**config.mk**
```make
export PLATFORM = sky130hd
export DESIGN_NAME = pip_edge
export DESIGN_NICKNAME = d
export VERILOG_FILES = /design/src/rtl/pip_pkg.sv /design/src/rtl/pip_edge.sv
export SDC_FILE = /design/constraint.sdc
export NUM_CORES = 2
export LEC_CHECK = 0
export BUFFER_PORTS_ARGS = -buffer_cell sky130_fd_sc_hd__buf_4
export CAP_MARGIN = 25
export CORE_ASPECT_RATIO = 0.8
export CORE_MARGIN = 8
export CORE_UTILIZATION = 54
export CTS_BUF_LIST = sky130_fd_sc_hd__clkbuf_2
export CTS_CLUSTER_SIZE = 16
export DETAILED_ROUTE_END_ITERATION = 16
export PLACE_DENSITY_LB_ADDON = 0.25
export SYNTH_ARGS = -nofsm -noshare
export SYNTH_HDL_FRONTEND = slang
export SYNTH_SLANG_ARGS = --single-unit
```
**constraint.sdc**
```tcl
create_clock -name i_clk -period 6.7 [get_ports i_clk]
set_input_delay 0.67 -clock i_clk [delete_from_list [all_inputs] [get_ports i_clk]]
set_output_delay 0.67 -clock i_clk [all_outputs]
set_load 0.02 [all_outputs]
```
**src/rtl/pip_pkg.sv**
```systemverilog
`timescale 1ns / 1ps
`default_nettype none

package pip_pkg;

    // polygon capacity and coordinate width
    localparam int MAX_VERTICES = 256;
    localparam int COORD_BITS   = 16;

    localparam int ADDR_BITS = $clog2(MAX_VERTICES);
    localparam int CNT_BITS  = $clog2(MAX_VERTICES + 1);
    localparam int XY_BITS   = 2 * COORD_BITS;

    // edge arithmetic widths: relative coords, products, cross/dot sums
    localparam int DIFF_W = COORD_BITS + 1;
    localparam int PROD_W = 2 * DIFF_W;
    localparam int SUM_W  = PROD_W + 1;

    // commands
    localparam logic CMD_LOAD  = 1'b0;
    localparam logic CMD_QUERY = 1'b1;

    // result kinds
    localparam logic KIND_LOAD  = 1'b0;
    localparam logic KIND_QUERY = 1'b1;

    // location codes
    localparam logic [1:0] LOC_OUTSIDE = 2'd0;
    localparam logic [1:0] LOC_ON      = 2'd1;
    localparam logic [1:0] LOC_INSIDE  = 2'd2;

    typedef logic signed [COORD_BITS-1:0] t_coord;

    typedef struct packed {
        logic   command;
        logic   start_new;
        t_coord coord_x;
        t_coord coord_y;
    } t_in_word;

    typedef struct packed {
        logic       result_kind;
        logic [1:0] location;
        logic       vertex_dropped;
    } t_out_word;

    // one edge handed to the evaluator
    typedef struct packed {
        logic   vld;
        logic   last;
        t_coord ax;
        t_coord ay;
        t_coord bx;
        t_coord by;
    } t_edge_req;

    // verdict on one edge
    typedef struct packed {
        logic vld;
        logic last;
        logic on_edge;
        logic toggle;
    } t_edge_res;

    typedef enum logic [1:0] {
        ST_IDLE,
        ST_WALK,
        ST_DRAIN
    } t_state;

endpackage

`default_nettype wire

```
**src/rtl/pip_edge.sv**
```systemverilog
`timescale 1ns / 1ps
`default_nettype none

module pip_edge (
    input  wire logic               i_clk,
    input  wire logic               i_rst_n,
    input  wire pip_pkg::t_edge_req i_edge,
    input  wire pip_pkg::t_coord    i_qx,
    input  wire pip_pkg::t_coord    i_qy,
    output      pip_pkg::t_edge_res o_res
);
    import pip_pkg::*;

    // stage 1: endpoints relative to the point, lower endpoint first
    logic signed [DIFF_W-1:0] s_ax, s_ay, s_bx, s_by;
    logic signed [DIFF_W-1:0] r_s1_ax, r_s1_ay, r_s1_bx, r_s1_by;
    logic                     r_s1_vld, r_s1_last;

    // stage 2: products
    logic signed [PROD_W-1:0] r_s2_axby, r_s2_bxay, r_s2_axbx, r_s2_ayby;
    logic                     r_s2_ay_le0, r_s2_by_gt0;
    logic                     r_s2_vld, r_s2_last;

    // stage 3: cross and dot
    logic signed [SUM_W-1:0] s_cross, s_dot;
    logic                    r_s3_vld, r_s3_last, r_s3_on, r_s3_toggle;

    always_comb begin
        s_ax = {i_edge.ax[COORD_BITS-1], i_edge.ax} - {i_qx[COORD_BITS-1], i_qx};
        s_ay = {i_edge.ay[COORD_BITS-1], i_edge.ay} - {i_qy[COORD_BITS-1], i_qy};
        s_bx = {i_edge.bx[COORD_BITS-1], i_edge.bx} - {i_qx[COORD_BITS-1], i_qx};
        s_by = {i_edge.by[COORD_BITS-1], i_edge.by} - {i_qy[COORD_BITS-1], i_qy};
    end

    always_ff @(posedge i_clk) begin
        if (s_ay > s_by) begin
            r_s1_ax <= s_bx;
            r_s1_ay <= s_by;
            r_s1_bx <= s_ax;
            r_s1_by <= s_ay;
        end else begin
            r_s1_ax <= s_ax;
            r_s1_ay <= s_ay;
            r_s1_bx <= s_bx;
            r_s1_by <= s_by;
        end
        r_s1_last <= i_edge.last;

        r_s2_axby   <= r_s1_ax * r_s1_by;
        r_s2_bxay   <= r_s1_bx * r_s1_ay;
        r_s2_axbx   <= r_s1_ax * r_s1_bx;
        r_s2_ayby   <= r_s1_ay * r_s1_by;
        r_s2_ay_le0 <= (r_s1_ay <= 0);
        r_s2_by_gt0 <= (r_s1_by > 0);
        r_s2_last   <= r_s1_last;
    end

    always_comb begin
        s_cross = {r_s2_axby[PROD_W-1], r_s2_axby} - {r_s2_bxay[PROD_W-1], r_s2_bxay};
        s_dot   = {r_s2_axbx[PROD_W-1], r_s2_axbx} + {r_s2_ayby[PROD_W-1], r_s2_ayby};
    end

    always_ff @(posedge i_clk) begin
        r_s3_last   <= r_s2_last;
        r_s3_on     <= (s_cross == 0) && (s_dot <= 0);
        // leftward ray crosses this edge
        r_s3_toggle <= r_s2_ay_le0 && r_s2_by_gt0 && (s_cross < 0);
    end

    // valid chain
    always_ff @(posedge i_clk) begin
        if (!i_rst_n) begin
            r_s1_vld <= 1'b0;
            r_s2_vld <= 1'b0;
            r_s3_vld <= 1'b0;
        end else begin
            r_s1_vld <= i_edge.vld;
            r_s2_vld <= r_s1_vld;
            r_s3_vld <= r_s2_vld;
        end
    end

    always_comb begin
        o_res.vld     = r_s3_vld;
        o_res.last    = r_s3_last;
        o_res.on_edge = r_s3_on;
        o_res.toggle  = r_s3_toggle;
    end

endmodule

`default_nettype wire

```
==> impl_metrics.tcl <==
set metrics [dict create \
    status "finished clean" \
    synth.yosys.warnings 0 \
    cts_made_buffers 67 \
    tritoncts "done" \
    fin_nets 8022 \
    cts_root_buffer "clkbuf_2" \
    hold_viol 0 \
    row_count 105 \
    clk-insertion-delay-late_ns 1.21 \
    avgSynthCellArea_um2 9.07 \
    die_w_um 373 \
    drc 0 \
    grt_max_degree 50 \
    arrival_ns 7.59 \
    die_area_um2 113000 \
    ioPinCount 104 \
    area_growth_pct 8.32 \
    drive_gt1_frac 0.0787 \
    core_um2 102000 \
    ys_types 84 \
    drv_cap 0 \
    clockBufferDepth 3 \
    ys_ff_latch 214 \
    grt_usage 0.266 \
    utilization 0.586 \
    routed_via_density 5.41 \
    syn_inst 6088 \
    final_antenna_net_count 0 \
    drt_iter0_markers 3005 \
    hpwl_um 121000 \
    numClockSinks 214 \
    endpoint_kind "register" \
    crit_required_ns 7.82 \
    drv_slew 0 \
    synth_area_um2 55200 \
    wl_um 147000 \
    synth_most_common_cell "inv_1" \
    synth-edff-count 0 \
    rsz0062_at_grt "yes" \
    max_freq_mhz 155 \
    ys.flop_type "dfxtp_1" \
    start_kind "register" \
    hold_class "primary input to register" \
    setup_violations 0 \
    synth_top_cell_by_area "fa_1" \
    die_y_um 302 \
    period_needed_ns 6.46 \
    skew_ns 0.154 \
    synth_top_cell_area_share 0.431 \
    htree_levels 3 \
    path_class "register to register" \
    vias 41300 \
    portBuffers 103 \
    seq_area_frac_synth 0.0776 \
    max_slew.worst_pin.slew_ns 0.959 \
    synth.top_cells.by_area "fa_1, ha_1, inv_1" \
    worstPathMaxFanout 14 \
    async_flop_share 0 \
    grt_pass1_vias 44100 \
    min_period_over_period 0.965 \
    fillers 9004 \
    syn_nets 7865 \
    avgRoutedWirePerCell_um 19.2 \
    cts.clk_slew.worst_paths_ns 0.10 \
    grt_pass1_wl_um 238000 \
    antenna_found_initial 11 \
    synth_commonest_cells "inv_1, fa_1, nand2_1" \
    overflow 0 \
    start_util 0.541 \
    timing.slew.headroom 0.343 \
    drt-pass1-iter-count 6 \
    globalplace.congestion 0.936 \
]
kinds of logic after synthesis:
kind of cell | synth area share
mux | 0.00918
simple gates | 0.158
buf+inv | 0.108
xor+xnor | 0.0319
flops | 0.0776
compound gates | 0.0730
fa+ha+maj | 0.542
layout by cell type (no fill, tap or decap), types with 124 or more instances in the layout:
| cell | synthesis | final |
|---|---|---|
| inv_1 | 1336 | 1335 |
| fa_1 | 1189 | 1189 |
| nand2_1 | 666 | 666 |
| and2_1 | 597 | 597 |
| ha_1 | 488 | 487 |
| buf_4 | 4 | 259 |
| nor2_1 | 200 | 200 |
| dfxtp_1 | 214 | 189 |
| a21oi_1 | 163 | 161 |
| xnor2_1 | 159 | 158 |
| o21ai_0 | 125 | 124 |
path summary, 6_finish.rpt:
| kind | slack, ns | cells after the start | endpoint | startpoint |
|---|---|---|---|---|
| worst max-delay path | 0.24 | 21 | r_s2_bxay[32] | r_s1_bx[13] |
| worst min register to register | 0.32 | 0 | r_s2_last | r_s1_last |
| worst max register to register | 0.24 | 21 | r_s2_bxay[32] | r_s1_bx[13] |
| worst min-delay path | 0.15 | 4 | r_s1_ay[3] | i_edge[3] |
through the flow:
step	setup slack (ns)	instance area, um2	instances	TNS, ns	hold WS, ns
after floorplan	0.332	55200	6088	0	0.310
after global placement	0.0594	58700	7480	0	0.310
after detailed placement	0.00673	58700	7480	0	0.314
after CTS	0.0368	59500	7619	0	0.000546
after global routing	-0.0807	59800	7628	-0.0910	0.0687
final	0.235	59800	7630	0	0.146
registers in the layout, indices dropped and copies added (netlist names):
register     flops
r_s2_by_gt0      1
r_s3_last        1
r_s1_bx         17
r_s2_ayby       34
r_s3_on          1
r_s3_toggle      1
r_s2_axby       34
r_s1_last        1
r_s1_ax         17
r_s1_ay         17
r_s2_vld         1
r_s3_vld         1
r_s2_last        1
r_s2_axbx       34
r_s2_ay_le0      1
r_s1_vld         1
r_s1_by         17
r_s2_bxay       34
layer usage:
| metal | track usage | wire (um) |
|---|---|---|
| met1 | 0.375 | 64500 |
| met5 | 0 | 204 |
| met3 | 0.0727 | 16100 |
| met2 | 0.401 | 61200 |
| met4 | 0.0797 | 4690 |
critical path: stages (launching register included):
cell	delay, ns
dfxtp_1	0.58
buf_4	0.30
nand2_1	0.10
fa_1	0.50
fa_1	0.55
inv_1	0.06
fa_1	0.52
fa_1	0.52
fa_1	0.49
inv_1	0.05
fa_1	0.47
inv_1	0.04
ha_1	0.30
and4_1	0.19
and3_1	0.19
a21oi_2	0.17
and3_4	0.23
nor3_1	0.07
o211ai_1	0.44
o21ai_2	0.15
or4b_1	0.48
nand3_1	0.09
final cells by class:
cell class | count | area (um2) | share of cell area
Clock inverter | 28 | 141 | 0.00237
Tap cell | 1337 | 1670 | 0.0280
Timing Repair Buffer | 335 | 3170 | 0.0530
Multi-Input combinational cell | 4288 | 45000 | 0.753
Antenna cell | 4 | 10.0 | 0.000167
Inverter | 1339 | 5030 | 0.0841
Clock buffer | 85 | 425 | 0.00712
Sequential cell | 214 | 4330 | 0.0724
timing repair:
action | CTS | global route
buffers inserted | 0 | 4
resized for setup | 1 | 56
hold buffers | 26 | 0
gates cloned | 0 | 3
endpoints found under the hold margin | 21 | 0
endpoints found under the setup margin | 1 | 24
pin swaps | 0 | 5
Power is left out: the tool's default activity adds up to more than one toggle a clock period on the data nets, which glitch-free logic cannot reach.
